## src/hdl/assert_macros.svh

```systemverilog
// ---------------------------------------------------------------------------
// Assertion macros used by the top RTL file of the midpoint subdivider.
// ---------------------------------------------------------------------------
`ifndef ASSERT_MACROS_SVH
`define ASSERT_MACROS_SVH

// Checked property, disabled while reset is asserted.
`define TMSD_ASSERT(name, clk, rst_n, prop) \
  name: assert property (@(posedge clk) disable iff (!rst_n) prop) \
    else $error("assertion failed");

// Checked property that also holds during reset.
`define TMSD_ASSERT_ALWAYS(name, clk, prop) \
  name: assert property (@(posedge clk) prop) \
    else $error("assertion failed");

`endif

```

## src/hdl/tmsd_pkg.sv

```systemverilog
// ---------------------------------------------------------------------------
// tmsd_pkg
// Shared types and constants of the triangle midpoint subdivider.
// ---------------------------------------------------------------------------
`timescale 1ns / 1ps
`default_nettype none

package tmsd_pkg;

  // Texture coordinates are unsigned Q0.16 in every configuration.
  localparam int unsigned TEX_WIDTH = 16;

  // Command from the sequencer to the renormalization unit.
  typedef struct packed {
    logic start;
  } nrm_ctl_t;

  // Status returned by the renormalization unit.
  typedef struct packed {
    logic busy;
    logic done;
  } nrm_stat_t;

endpackage

`default_nettype wire

```

## src/hdl/tmsd_norm.sv

```systemverilog
// ---------------------------------------------------------------------------
// tmsd_norm
// Iterative renormalization of the sum of two unit vectors. One squarer,
// one restoring divider step and one compare are reused for every step.
// ---------------------------------------------------------------------------
`timescale 1ns / 1ps
`default_nettype none

module tmsd_norm #(
  parameter int unsigned DIR_WIDTH = 16
) (
  input  wire logic                                clk_i,
  input  wire logic                                rst_ni,
  input  wire tmsd_pkg::nrm_ctl_t                  ctl_i,
  input  wire logic [2:0][DIR_WIDTH-1:0]           a_i,
  input  wire logic [2:0][DIR_WIDTH-1:0]           b_i,
  output tmsd_pkg::nrm_stat_t                      stat_o,
  output logic [2:0][DIR_WIDTH-1:0]                res_o
);

  localparam int unsigned SW  = DIR_WIDTH + 1;     // sum of two components
  localparam int unsigned PW2 = 2 * SW;            // square and L2 width
  localparam int unsigned QW  = 2 * DIR_WIDTH - 1; // scaled ratio width
  localparam int unsigned MW  = DIR_WIDTH - 1;     // magnitude, up to ONE
  localparam int unsigned CW  = $clog2(QW);

  localparam logic [2:0] N_IDLE = 3'd0;
  localparam logic [2:0] N_SQ   = 3'd1;
  localparam logic [2:0] N_DIV  = 3'd2;
  localparam logic [2:0] N_ROOT = 3'd3;
  localparam logic [2:0] N_DONE = 3'd4;

  logic [2:0]             st_q, st_d;
  logic [1:0]             comp_q, comp_d;
  logic [CW-1:0]          step_q, step_d;
  logic [2:0][SW-1:0]     s_q, s_d;
  logic [2:0][PW2-1:0]    magsq_q, magsq_d;
  logic [PW2-1:0]         l2_q, l2_d;
  logic [PW2-1:0]         r_q, r_d;
  logic [QW-1:0]          q_q, q_d;
  logic [MW-1:0]          m_q, m_d;
  logic [2:0][DIR_WIDTH-1:0] res_q, res_d;

  logic [SW-1:0]          s_cur;
  logic [SW-1:0]          mag;
  logic [PW2-1:0]         magsq_nxt;
  logic [MW-1:0]          trial;
  logic [DIR_WIDTH-1:0]   k_odd;
  logic [SW-1:0]          mul_a;
  logic [PW2-1:0]         prod;
  logic [PW2-1:0]         l2_sum;
  logic [PW2:0]           t_rem;
  logic [PW2:0]           t_sub;
  logic                   ge;
  logic                   pass;
  logic [MW-1:0]          m_fin;
  logic [DIR_WIDTH-1:0]   m_ext;
  logic [DIR_WIDTH-1:0]   res_cur;

  always_comb begin
    case (comp_q)
      2'd0:    s_cur = s_q[0];
      2'd1:    s_cur = s_q[1];
      default: s_cur = s_q[2];
    endcase
    case (comp_q)
      2'd0:    magsq_nxt = magsq_q[1];
      default: magsq_nxt = magsq_q[2];
    endcase
  end

  assign mag    = s_cur[SW-1] ? (~s_cur + SW'(1)) : s_cur;
  assign trial  = m_q | (MW'(1) << step_q);
  assign k_odd  = {trial, 1'b0} - DIR_WIDTH'(1);
  assign mul_a  = (st_q == N_SQ) ? mag : {1'b0, k_odd};
  assign prod   = mul_a * mul_a;
  assign l2_sum = l2_q + prod;

  // Long division of magsq * 4 * ONE^2 by L2, one quotient bit a cycle.
  // The first step takes magsq itself, the rest shift in zeros.
  assign t_rem  = (step_q == '0) ? {1'b0, r_q} : {r_q, 1'b0};
  assign ge     = t_rem >= {1'b0, l2_q};
  assign t_sub  = t_rem - {1'b0, l2_q};

  // Greedy search for the largest m with (2m-1)^2 <= quotient.
  assign pass    = prod <= PW2'(q_q);
  assign m_fin   = pass ? trial : m_q;
  assign m_ext   = {1'b0, m_fin};
  assign res_cur = s_cur[SW-1] ? (~m_ext + DIR_WIDTH'(1)) : m_ext;

  always_comb begin
    st_d    = st_q;
    comp_d  = comp_q;
    step_d  = step_q;
    s_d     = s_q;
    magsq_d = magsq_q;
    l2_d    = l2_q;
    r_d     = r_q;
    q_d     = q_q;
    m_d     = m_q;
    res_d   = res_q;
    case (st_q)
      N_IDLE: begin
        if (ctl_i.start) begin
          for (int i = 0; i < 3; i++) begin
            s_d[i] = {a_i[i][DIR_WIDTH-1], a_i[i]} + {b_i[i][DIR_WIDTH-1], b_i[i]};
          end
          comp_d = 2'd0;
          l2_d   = '0;
          st_d   = N_SQ;
        end
      end
      N_SQ: begin
        magsq_d[comp_q] = prod;
        l2_d            = l2_sum;
        if (comp_q == 2'd2) begin
          comp_d = 2'd0;
          step_d = '0;
          q_d    = '0;
          r_d    = magsq_q[0];
          if (l2_sum == '0) begin
            res_d = '0;
            st_d  = N_DONE;
          end else begin
            st_d  = N_DIV;
          end
        end else begin
          comp_d = comp_q + 2'd1;
        end
      end
      N_DIV: begin
        r_d = ge ? t_sub[PW2-1:0] : t_rem[PW2-1:0];
        q_d = {q_q[QW-2:0], ge};
        if (step_q == CW'(QW - 1)) begin
          step_d = CW'(MW - 1);
          m_d    = '0;
          st_d   = N_ROOT;
        end else begin
          step_d = step_q + CW'(1);
        end
      end
      N_ROOT: begin
        m_d = m_fin;
        if (step_q == '0) begin
          res_d[comp_q] = res_cur;
          if (comp_q == 2'd2) begin
            st_d = N_DONE;
          end else begin
            comp_d = comp_q + 2'd1;
            r_d    = magsq_nxt;
            q_d    = '0;
            st_d   = N_DIV;
          end
        end else begin
          step_d = step_q - CW'(1);
        end
      end
      N_DONE: begin
        st_d = N_IDLE;
      end
      default: begin
        st_d = N_IDLE;
      end
    endcase
  end

  always_ff @(posedge clk_i or negedge rst_ni) begin
    if (!rst_ni) begin
      st_q   <= N_IDLE;
      comp_q <= 2'd0;
      step_q <= '0;
    end else begin
      st_q   <= st_d;
      comp_q <= comp_d;
      step_q <= step_d;
    end
  end

  always_ff @(posedge clk_i) begin
    s_q     <= s_d;
    magsq_q <= magsq_d;
    l2_q    <= l2_d;
    r_q     <= r_d;
    q_q     <= q_d;
    m_q     <= m_d;
    res_q   <= res_d;
  end

  assign stat_o.busy = st_q != N_IDLE;
  assign stat_o.done = st_q == N_DONE;
  assign res_o       = res_q;

endmodule

`default_nettype wire

```

## src/hdl/triangle_midpoint_subdivider.sv

```systemverilog
// ---------------------------------------------------------------------------
// triangle_midpoint_subdivider
// 1-to-4 midpoint subdivision of triangles streamed one vertex at a time.
// ---------------------------------------------------------------------------
// Vertices enter on the input channel (in_valid_i / in_stall_o), three per
// triangle. Each transaction carries one corner: position, normal, tangent
// and texture coordinate. Each corner of a triangle is stored as it is
// taken, and the third corner also starts the output sequence of
// six vertices on the output channel (out_valid_o / out_stall_i): the three
// corners, then the midpoints of v0v1, v1v2 and v0v2. last_of_triangle_o
// marks the sixth. The consumer applies the index pattern itself.
// Midpoint normal and tangent are renormalized by one shared iterative unit
// that squares, divides one quotient bit a cycle and searches one result
// bit a cycle. It renormalizes six directions per triangle, one after
// another, and skips the division and search when the sum is zero, giving
// a zero result. The input is stalled from the third corner until the last
// midpoint has been loaded.
// A stall on the output holds the output register and pauses the sequence.
// Reset clears the corner count and the output valid; stored corners are
// simply overwritten by the next triangle.
// ---------------------------------------------------------------------------
`timescale 1ns / 1ps
`default_nettype none

`include "assert_macros.svh"

module triangle_midpoint_subdivider #(
  parameter int unsigned POS_WIDTH = 24,
  parameter int unsigned DIR_WIDTH = 16
) (
  input  wire logic                                  clk_i,
  input  wire logic                                  rst_ni,
  input  wire logic                                  in_valid_i,
  output logic                                       in_stall_o,
  input  wire logic signed [POS_WIDTH-1:0]           pos_x_i,
  input  wire logic signed [POS_WIDTH-1:0]           pos_y_i,
  input  wire logic signed [POS_WIDTH-1:0]           pos_z_i,
  input  wire logic signed [DIR_WIDTH-1:0]           nrm_x_i,
  input  wire logic signed [DIR_WIDTH-1:0]           nrm_y_i,
  input  wire logic signed [DIR_WIDTH-1:0]           nrm_z_i,
  input  wire logic signed [DIR_WIDTH-1:0]           tan_x_i,
  input  wire logic signed [DIR_WIDTH-1:0]           tan_y_i,
  input  wire logic signed [DIR_WIDTH-1:0]           tan_z_i,
  input  wire logic [tmsd_pkg::TEX_WIDTH-1:0]        tex_u_i,
  input  wire logic [tmsd_pkg::TEX_WIDTH-1:0]        tex_v_i,
  output logic                                       out_valid_o,
  input  wire logic                                  out_stall_i,
  output logic signed [POS_WIDTH-1:0]                out_pos_x_o,
  output logic signed [POS_WIDTH-1:0]                out_pos_y_o,
  output logic signed [POS_WIDTH-1:0]                out_pos_z_o,
  output logic signed [DIR_WIDTH-1:0]                out_nrm_x_o,
  output logic signed [DIR_WIDTH-1:0]                out_nrm_y_o,
  output logic signed [DIR_WIDTH-1:0]                out_nrm_z_o,
  output logic signed [DIR_WIDTH-1:0]                out_tan_x_o,
  output logic signed [DIR_WIDTH-1:0]                out_tan_y_o,
  output logic signed [DIR_WIDTH-1:0]                out_tan_z_o,
  output logic [tmsd_pkg::TEX_WIDTH-1:0]             out_tex_u_o,
  output logic [tmsd_pkg::TEX_WIDTH-1:0]             out_tex_v_o,
  output logic                                       last_of_triangle_o
);

  localparam int unsigned PW = POS_WIDTH;
  localparam int unsigned DW = DIR_WIDTH;
  localparam int unsigned TW = tmsd_pkg::TEX_WIDTH;

  localparam logic [2:0] S_IDLE    = 3'd0;
  localparam logic [2:0] S_CORNER  = 3'd1;
  localparam logic [2:0] S_NRM     = 3'd2;
  localparam logic [2:0] S_NRM_W   = 3'd3;
  localparam logic [2:0] S_TAN     = 3'd4;
  localparam logic [2:0] S_TAN_W   = 3'd5;
  localparam logic [2:0] S_MID_OUT = 3'd6;

  logic [2:0] st_q, st_d;
  logic [1:0] cnt_q, cnt_d;
  logic [1:0] idx_q, idx_d;
  logic       out_valid_q, out_valid_d;

  // Stored corners of the current triangle.
  logic [2:0][PW-1:0] c0_pos_q, c1_pos_q, c2_pos_q;
  logic [2:0][DW-1:0] c0_nrm_q, c1_nrm_q, c2_nrm_q;
  logic [2:0][DW-1:0] c0_tan_q, c1_tan_q, c2_tan_q;
  logic [1:0][TW-1:0] c0_tex_q, c1_tex_q, c2_tex_q;

  logic [2:0][DW-1:0] mid_nrm_q, mid_nrm_d;

  logic [2:0][PW-1:0] opos_q, opos_d;
  logic [2:0][DW-1:0] onrm_q, onrm_d;
  logic [2:0][DW-1:0] otan_q, otan_d;
  logic [1:0][TW-1:0] otex_q, otex_d;
  logic               olast_q, olast_d;

  logic [2:0][PW-1:0] in_pos;
  logic [2:0][DW-1:0] in_nrm, in_tan;
  logic [1:0][TW-1:0] in_tex;

  logic [2:0][PW-1:0] pa_pos, pb_pos, sel_pos, mid_pos;
  logic [2:0][DW-1:0] pa_nrm, pb_nrm, pa_tan, pb_tan, sel_nrm, sel_tan;
  logic [1:0][TW-1:0] pa_tex, pb_tex, sel_tex, mid_tex;
  logic [PW:0]        psum [3];
  logic [TW:0]        tsum [2];

  logic               in_acc;
  logic               slot_free;

  tmsd_pkg::nrm_ctl_t  nrm_ctl;
  tmsd_pkg::nrm_stat_t nrm_stat;
  logic [2:0][DW-1:0]  nrm_a, nrm_b, nrm_res;

  assign in_pos = {pos_z_i, pos_y_i, pos_x_i};
  assign in_nrm = {nrm_z_i, nrm_y_i, nrm_x_i};
  assign in_tan = {tan_z_i, tan_y_i, tan_x_i};
  assign in_tex = {tex_v_i, tex_u_i};

  assign in_stall_o = st_q != S_IDLE;
  assign in_acc     = in_valid_i && !in_stall_o;
  assign slot_free  = !out_valid_q || !out_stall_i;

  // Corner pair of the midpoint in progress: v0v1, v1v2, then v0v2.
  always_comb begin
    case (idx_q)
      2'd0: begin
        pa_pos = c0_pos_q; pa_nrm = c0_nrm_q; pa_tan = c0_tan_q; pa_tex = c0_tex_q;
        pb_pos = c1_pos_q; pb_nrm = c1_nrm_q; pb_tan = c1_tan_q; pb_tex = c1_tex_q;
      end
      2'd1: begin
        pa_pos = c1_pos_q; pa_nrm = c1_nrm_q; pa_tan = c1_tan_q; pa_tex = c1_tex_q;
        pb_pos = c2_pos_q; pb_nrm = c2_nrm_q; pb_tan = c2_tan_q; pb_tex = c2_tex_q;
      end
      default: begin
        pa_pos = c0_pos_q; pa_nrm = c0_nrm_q; pa_tan = c0_tan_q; pa_tex = c0_tex_q;
        pb_pos = c2_pos_q; pb_nrm = c2_nrm_q; pb_tan = c2_tan_q; pb_tex = c2_tex_q;
      end
    endcase
  end

  // Corner passed through during the first three outputs.
  always_comb begin
    case (idx_q)
      2'd0: begin
        sel_pos = c0_pos_q; sel_nrm = c0_nrm_q; sel_tan = c0_tan_q; sel_tex = c0_tex_q;
      end
      2'd1: begin
        sel_pos = c1_pos_q; sel_nrm = c1_nrm_q; sel_tan = c1_tan_q; sel_tex = c1_tex_q;
      end
      default: begin
        sel_pos = c2_pos_q; sel_nrm = c2_nrm_q; sel_tan = c2_tan_q; sel_tex = c2_tex_q;
      end
    endcase
  end

  // Averages round toward minus infinity: drop the low bit of the sum.
  always_comb begin
    for (int i = 0; i < 3; i++) begin
      psum[i]    = {pa_pos[i][PW-1], pa_pos[i]} + {pb_pos[i][PW-1], pb_pos[i]};
      mid_pos[i] = psum[i][PW:1];
    end
    for (int i = 0; i < 2; i++) begin
      tsum[i]    = {1'b0, pa_tex[i]} + {1'b0, pb_tex[i]};
      mid_tex[i] = tsum[i][TW:1];
    end
  end

  // The unit latches its operands on start, so the mux only matters then.
  assign nrm_ctl.start = (st_q == S_NRM) || (st_q == S_TAN);
  assign nrm_a         = (st_q == S_NRM) ? pa_nrm : pa_tan;
  assign nrm_b         = (st_q == S_NRM) ? pb_nrm : pb_tan;

  tmsd_norm #(
    .DIR_WIDTH (DIR_WIDTH)
  ) u_norm (
    .clk_i  (clk_i),
    .rst_ni (rst_ni),
    .ctl_i  (nrm_ctl),
    .a_i    (nrm_a),
    .b_i    (nrm_b),
    .stat_o (nrm_stat),
    .res_o  (nrm_res)
  );

  always_comb begin
    st_d        = st_q;
    cnt_d       = cnt_q;
    idx_d       = idx_q;
    mid_nrm_d   = mid_nrm_q;
    opos_d      = opos_q;
    onrm_d      = onrm_q;
    otan_d      = otan_q;
    otex_d      = otex_q;
    olast_d     = olast_q;
    out_valid_d = out_valid_q && out_stall_i;
    case (st_q)
      S_IDLE: begin
        if (in_acc) begin
          if (cnt_q == 2'd0) begin
            cnt_d = 2'd1;
          end else if (cnt_q == 2'd1) begin
            cnt_d = 2'd2;
          end else begin
            cnt_d = 2'd0;
            idx_d = 2'd0;
            st_d  = S_CORNER;
          end
        end
      end
      S_CORNER: begin
        if (slot_free) begin
          opos_d      = sel_pos;
          onrm_d      = sel_nrm;
          otan_d      = sel_tan;
          otex_d      = sel_tex;
          olast_d     = 1'b0;
          out_valid_d = 1'b1;
          if (idx_q == 2'd2) begin
            idx_d = 2'd0;
            st_d  = S_NRM;
          end else begin
            idx_d = idx_q + 2'd1;
          end
        end
      end
      S_NRM: begin
        st_d = S_NRM_W;
      end
      S_NRM_W: begin
        if (nrm_stat.done) begin
          mid_nrm_d = nrm_res;
          st_d      = S_TAN;
        end
      end
      S_TAN: begin
        st_d = S_TAN_W;
      end
      S_TAN_W: begin
        if (nrm_stat.done) begin
          st_d = S_MID_OUT;
        end
      end
      S_MID_OUT: begin
        if (slot_free) begin
          opos_d      = mid_pos;
          onrm_d      = mid_nrm_q;
          otan_d      = nrm_res;
          otex_d      = mid_tex;
          olast_d     = idx_q == 2'd2;
          out_valid_d = 1'b1;
          if (idx_q == 2'd2) begin
            idx_d = 2'd0;
            st_d  = S_IDLE;
          end else begin
            idx_d = idx_q + 2'd1;
            st_d  = S_NRM;
          end
        end
      end
      default: begin
        st_d = S_IDLE;
      end
    endcase
  end

  always_ff @(posedge clk_i or negedge rst_ni) begin
    if (!rst_ni) begin
      st_q        <= S_IDLE;
      cnt_q       <= 2'd0;
      idx_q       <= 2'd0;
      out_valid_q <= 1'b0;
    end else begin
      st_q        <= st_d;
      cnt_q       <= cnt_d;
      idx_q       <= idx_d;
      out_valid_q <= out_valid_d;
    end
  end

  always_ff @(posedge clk_i) begin
    if (in_acc) begin
      if (cnt_q == 2'd0) begin
        c0_pos_q <= in_pos; c0_nrm_q <= in_nrm; c0_tan_q <= in_tan; c0_tex_q <= in_tex;
      end else if (cnt_q == 2'd1) begin
        c1_pos_q <= in_pos; c1_nrm_q <= in_nrm; c1_tan_q <= in_tan; c1_tex_q <= in_tex;
      end else begin
        c2_pos_q <= in_pos; c2_nrm_q <= in_nrm; c2_tan_q <= in_tan; c2_tex_q <= in_tex;
      end
    end
    mid_nrm_q <= mid_nrm_d;
    opos_q    <= opos_d;
    onrm_q    <= onrm_d;
    otan_q    <= otan_d;
    otex_q    <= otex_d;
    olast_q   <= olast_d;
  end

  assign out_valid_o        = out_valid_q;
  assign out_pos_x_o        = opos_q[0];
  assign out_pos_y_o        = opos_q[1];
  assign out_pos_z_o        = opos_q[2];
  assign out_nrm_x_o        = onrm_q[0];
  assign out_nrm_y_o        = onrm_q[1];
  assign out_nrm_z_o        = onrm_q[2];
  assign out_tan_x_o        = otan_q[0];
  assign out_tan_y_o        = otan_q[1];
  assign out_tan_z_o        = otan_q[2];
  assign out_tex_u_o        = otex_q[0];
  assign out_tex_v_o        = otex_q[1];
  assign last_of_triangle_o = olast_q;

  // A third corner always starts the corner pass-through.
  `TMSD_ASSERT(a_third_starts, clk_i, rst_ni, (in_acc && cnt_q == 2'd2) |=> (st_q == S_CORNER))
  // The renormalization unit is only started while it is idle.
  `TMSD_ASSERT(a_start_idle, clk_i, rst_ni, nrm_ctl.start |-> !nrm_stat.busy)
  // The corner count never reaches its unused code.
  `TMSD_ASSERT(a_cnt_range, clk_i, rst_ni, cnt_q != 2'd3)

endmodule

`default_nettype wire
```

## config.mk

```make
export PLATFORM = sky130hd
export DESIGN_NAME = triangle_midpoint_subdivider
export DESIGN_NICKNAME = d
export VERILOG_FILES = /design/src/hdl/tmsd_pkg.sv /design/src/hdl/tmsd_norm.sv /design/src/hdl/triangle_midpoint_subdivider.sv
export VERILOG_INCLUDE_DIRS = /design/src /design/src/hdl
export SDC_FILE = /design/constraint.sdc
export NUM_CORES = 2
export LEC_CHECK = 0
export ABC_AREA = 1
export BUFFER_PORTS_ARGS = -buffer_cell sky130_fd_sc_hd__buf_2
export CAP_MARGIN = 20
export CELL_PAD_IN_SITES_DETAIL_PLACEMENT = 0
export CELL_PAD_IN_SITES_GLOBAL_PLACEMENT = 1
export CORE_MARGIN = 5
export CORE_UTILIZATION = 40
export CTS_CLUSTER_DIAMETER = 30
export DETAILED_ROUTE_END_ITERATION = 8
export PLACE_DENSITY_LB_ADDON = 0.08
export SETUP_SLACK_MARGIN = 0.4
export SYNTH_ARGS = -nofsm -noshare
export SYNTH_HDL_FRONTEND = slang
export SYNTH_SLANG_ARGS = --single-unit
export TNS_END_PERCENT = 1
```

## constraint.sdc

```tcl
create_clock -name clk_i -period 14.3 [get_ports clk_i]
set_input_delay 0.715 -clock clk_i [delete_from_list [all_inputs] [get_ports clk_i]]
set_output_delay 0.715 -clock clk_i [all_outputs]
set_load 0.05 [all_outputs]
```

==> summary.txt <==
Critical path
  – Cell mode on critical path: nand2_1
  – Worst Path Required: 14,900 ps
  – Crit Path Class: flip-flop to flip-flop
  – CP max stage cell: o21a_2
  – Max incr delay on CP: 760 ps
  – Setup crit start kind: flip-flop
  – Critical Path Fanout Max: 34
  – Critical path endpoint category: flip-flop
  – Crit path DAT: 13,290 ps

CTS
  – CTS Buffer Depth: 4
  – Clk_lat worst skew: 910 ps
  – Total CTS buffers: 309
  – Clock transition at path regs: 40 ps
  – Clock tree from TritonCTS: yes
  – H-tree depth: 5
  – Clock root buffer master: clkbuf_16
  – Clock sink count: 1,179
  – Setup bufs post-CTS: 0

Yosys
  – Seq/Total Area, Yosys: 50.9%
  – Mux contribution to synthesized area: 0.161%
  – Synth Warn #: 0
  – Largest family of logic cells by synthesized area: simple AND/OR/NAND/NOR gates
  – XOR/XNOR Fraction of Synth Area: 2.70%
  – Yosys reg bits: 1,179
  – Synth Area in Simple Gates: 13.7%
  – Synth Area in Compound Gates: 13.3%
  – Number of synthesized flops with an enable pin: about 1,200
  – Library cells used by synthesis: 69
  – Synth Instances: 7,185
  – Synth Area in Adders: about an eighth
  – Mapped Area: roughly 0.069 mm^2
  – Syn Area/Cell: ~9.7 um^2
  – Synth async-reset ratio: 1.53%
  – Top FF cell, synth: edfxtp_1

Placed design
  – Final HPWL DP: 160 mm
  – Final Wtd Congestion: 0.899
  – I/O Buffers: 406

Run status
  – Status: complete, no violations

Power and ir drop
  – Peak VDD IR: 0.0996 mV
  – Tot Pwr: about 12 mW
  – Leak: ~36 nW
  – PwrDens: 134 mW/mm^2

Final layout
  – Layout area overhead: 24.4%
  – Post-layout nets: a little under 9,000
  – Area of the multi-input gates: 0.0295 mm^2
  – Share of post-route cells with drive strength above 1: 13.3%
  – Layout filler cell count: 15,800
  – Reg area: 0.0353 mm^2

Timing
  – Period Utilization, post-route: about 89%
  – Hold Vio Cnt, Final: 0
  – Crit path time final: about 13,000 ps
  – Fmax: 0.0788 GHz
  – Setup TNS: 0 ps
  – Clk_skew: 89.0 ps
  – RSZ-0062 raised after global routing: false
  – Setup violations, final: 0
  – Measured slew at the worst slew-check pin: roughly 1100 ps
  – Final max-slew violation count: 0
  – Worst relative slew slack: 27.9%

GRT
  – GRT overflow: 0
  – Total track usage: roughly 25%
  – Vias in the first global route: 55,200
  – Initial antenna violation count: 31
  – First-pass GRT wire length: ~340 mm
  – Pin count of the biggest net entering global routing: 146

Job
  – Max Cap Viol: 0

Hold path
  – Worst Hold Class: input pin to flip-flop

Routing
  – Avg WL per Cell: ~22 um
  – Vias post-DR: 55,000
  – DR vias/cell: 5.26
  – Detailed-router iteration count before antenna repair: 6
  – Post-route antenna net violation count: 0
  – DRT iter0 DRCs: 4,007
  – Drt total wl: about 230 mm
  – DRC viols: 0

Floorplan
  – Top Ports: between 400 and 500
  – Die area: ~0.18 mm^2
  – Site Rows: 152
  – Initial Util: 40.3%
  – Die width: 426 um
  – Die height: between 400 and 500 um
  – Core Area: between 0.15 and 0.2 mm^2
-- cell families after synthesis --
| kind of cell | after synthesis |
|---|---|
| compound gates | 1576 |
| xor+xnor | 214 |
| fa+ha+maj | 565 |
| buf+inv | 1252 |
| flops | 1179 |
| mux | 11 |
| other cells | 2 |
| simple gates | 2386 |
-- repair_timing --
action | 4_1_cts | 5_1_grt
gates resized for setup | 0 | 0
endpoints found under the hold margin | 533 | 0
hold buffers | 174 | 0
-- cell usage after synthesis, types with 24 or more instances --
library cell  count  area share, %
a221oi_1         64           0.81
a31oi_1          73           0.66
o21bai_1         92            1.0
nand2_1        1438            7.8
nor3_1           40           0.29
nand3_1         165            1.2
xnor2_1          89            1.1
o21ai_0         628            4.5
o211ai_1         39           0.42
xor2_1          125            1.6
nand4_1          30           0.27
o21ai_1          24           0.17
nor2_1          649            3.5
edfxtp_1       1161             50
a211oi_1         24           0.26
a21oi_1         445            3.2
o22ai_1          32           0.29
fa_1            199            5.7
inv_1           968            5.2
clkbuf_1        225            1.2
ha_1            366            6.6
-- layout by cell type (no fill, tap or decap), drive strengths merged, types with 89 or more instances in the layout --
master / count
o21bai: 95
ha: 366
o21ai: 658
nand3: 174
nor2: 663
fa: 199
edfxtp: 1161
clkbuf: 345
xnor2: 89
buf: 483
nand2: 1448
dlygate4sd3: 174
xor2: 125
clkinv: 100
a21oi: 451
inv: 991
-- registers in the layout (all words and copies together), names as in the netlist, 31 cells and up --
name and flops:
c2_pos_q 72, c2_nrm_q 48, c0_pos_q 72, u_norm.q_q 31, c1_pos_q 72, c0_nrm_q 48, u_norm.res_o 48, c0_tan_q 48
u_norm.s_q 51, c1_nrm_q 48, c2_tan_q 48, c2_tex_q 32, c1_tan_q 48, c1_tex_q 32, u_norm.l2_q 34, u_norm.magsq_q 99
mid_nrm_q 48, u_norm.r_q 34, c0_tex_q 32
-- metrics by stage --
stage / area (um^2) / setup WS (ps) / hold WS (ps) / utilization [%] / std cells
after floorplan: 69400 / 3950 / 419 / - / 7194
after global placement: 74100 / 1760 / 454 / 43.0 / 9720
after detailed placement: 74100 / 1550 / 439 / 43.0 / 9720
after CTS: 86200 / 1480 / 0.580 / 50.1 / 10400
after global routing: 86300 / 629 / 14.4 / 50.1 / 10400
final: 86300 / 1610 / 68.1 / 50.1 / 10500
-- worst max-delay path, delay by kind of cell (launching register included) --
kind	cells	cell delay, ps
adder cells (fa/ha/maj)	10	4530
AND/OR/NAND/NOR	25	3510
AO/OA/AOI/OAI	6	1980
buffers and inverters	10	1260
XOR/XNOR	1	660
flip-flops	1	390
-- final cells by class --
class | count | area share (%)
flip-flops and latches | 1179 | 40.9
repair buffers | 657 | 5.12
clock inverters | 199 | 2.80
diodes | 18 | 0.0522
clock buffers | 345 | 9.29
inverters | 985 | 4.32
well taps | 2310 | 3.35
multi-input cells | 4763 | 34.1
-- path summary, 6_finish.rpt --
check                                                    from                              to  slack [ps]  depth (start not counted)
worst min register to register  u_norm.res_o[2]$_SDFFCE_PN0P_          mid_nrm_q[2]$_DFFE_PP_         450                          0
max in group asynchronous                              rst_ni            idx_q[1]$_DFFE_PN0P_       13320                          2
worst max register to register   u_norm.comp_q[0]$_DFFE_PN0P_  u_norm.res_o[34]$_SDFFCE_PN0P_        1610                         52
min in group asynchronous                              rst_ni    u_norm.comp_q[0]$_DFFE_PN0P_         470                          2
worst max-delay path             u_norm.comp_q[0]$_DFFE_PN0P_  u_norm.res_o[34]$_SDFFCE_PN0P_        1610                         52
worst min-delay path                               pos_z_i[2]          c0_pos_q[50]$_DFFE_PP_          70                          1
-- routing by layer --
| layer | global-route usage (%) | vias to the layer above | wire length (um) |
|---|---|---|---|
| li1 | - | 26000 | - |
| met1 | 32.7 | 26700 | 98400 |
| met2 | 42.4 | 1780 | 111000 |
| met3 | 4.17 | 430 | 13500 |
| met4 | 8.90 | 6 | 8440 |
| met5 | 0 | - | 37 |
-- where the power goes --
group                  switching, mW  internal (mW)  leakage (nW)
combinational                  0.497          0.274          20.3
sequential     0.0000000000000000366           3.81          10.9
clock                           2.08           4.87          4.98
total                           2.57           8.96          36.1
Power figures use the tool's default switching activity.
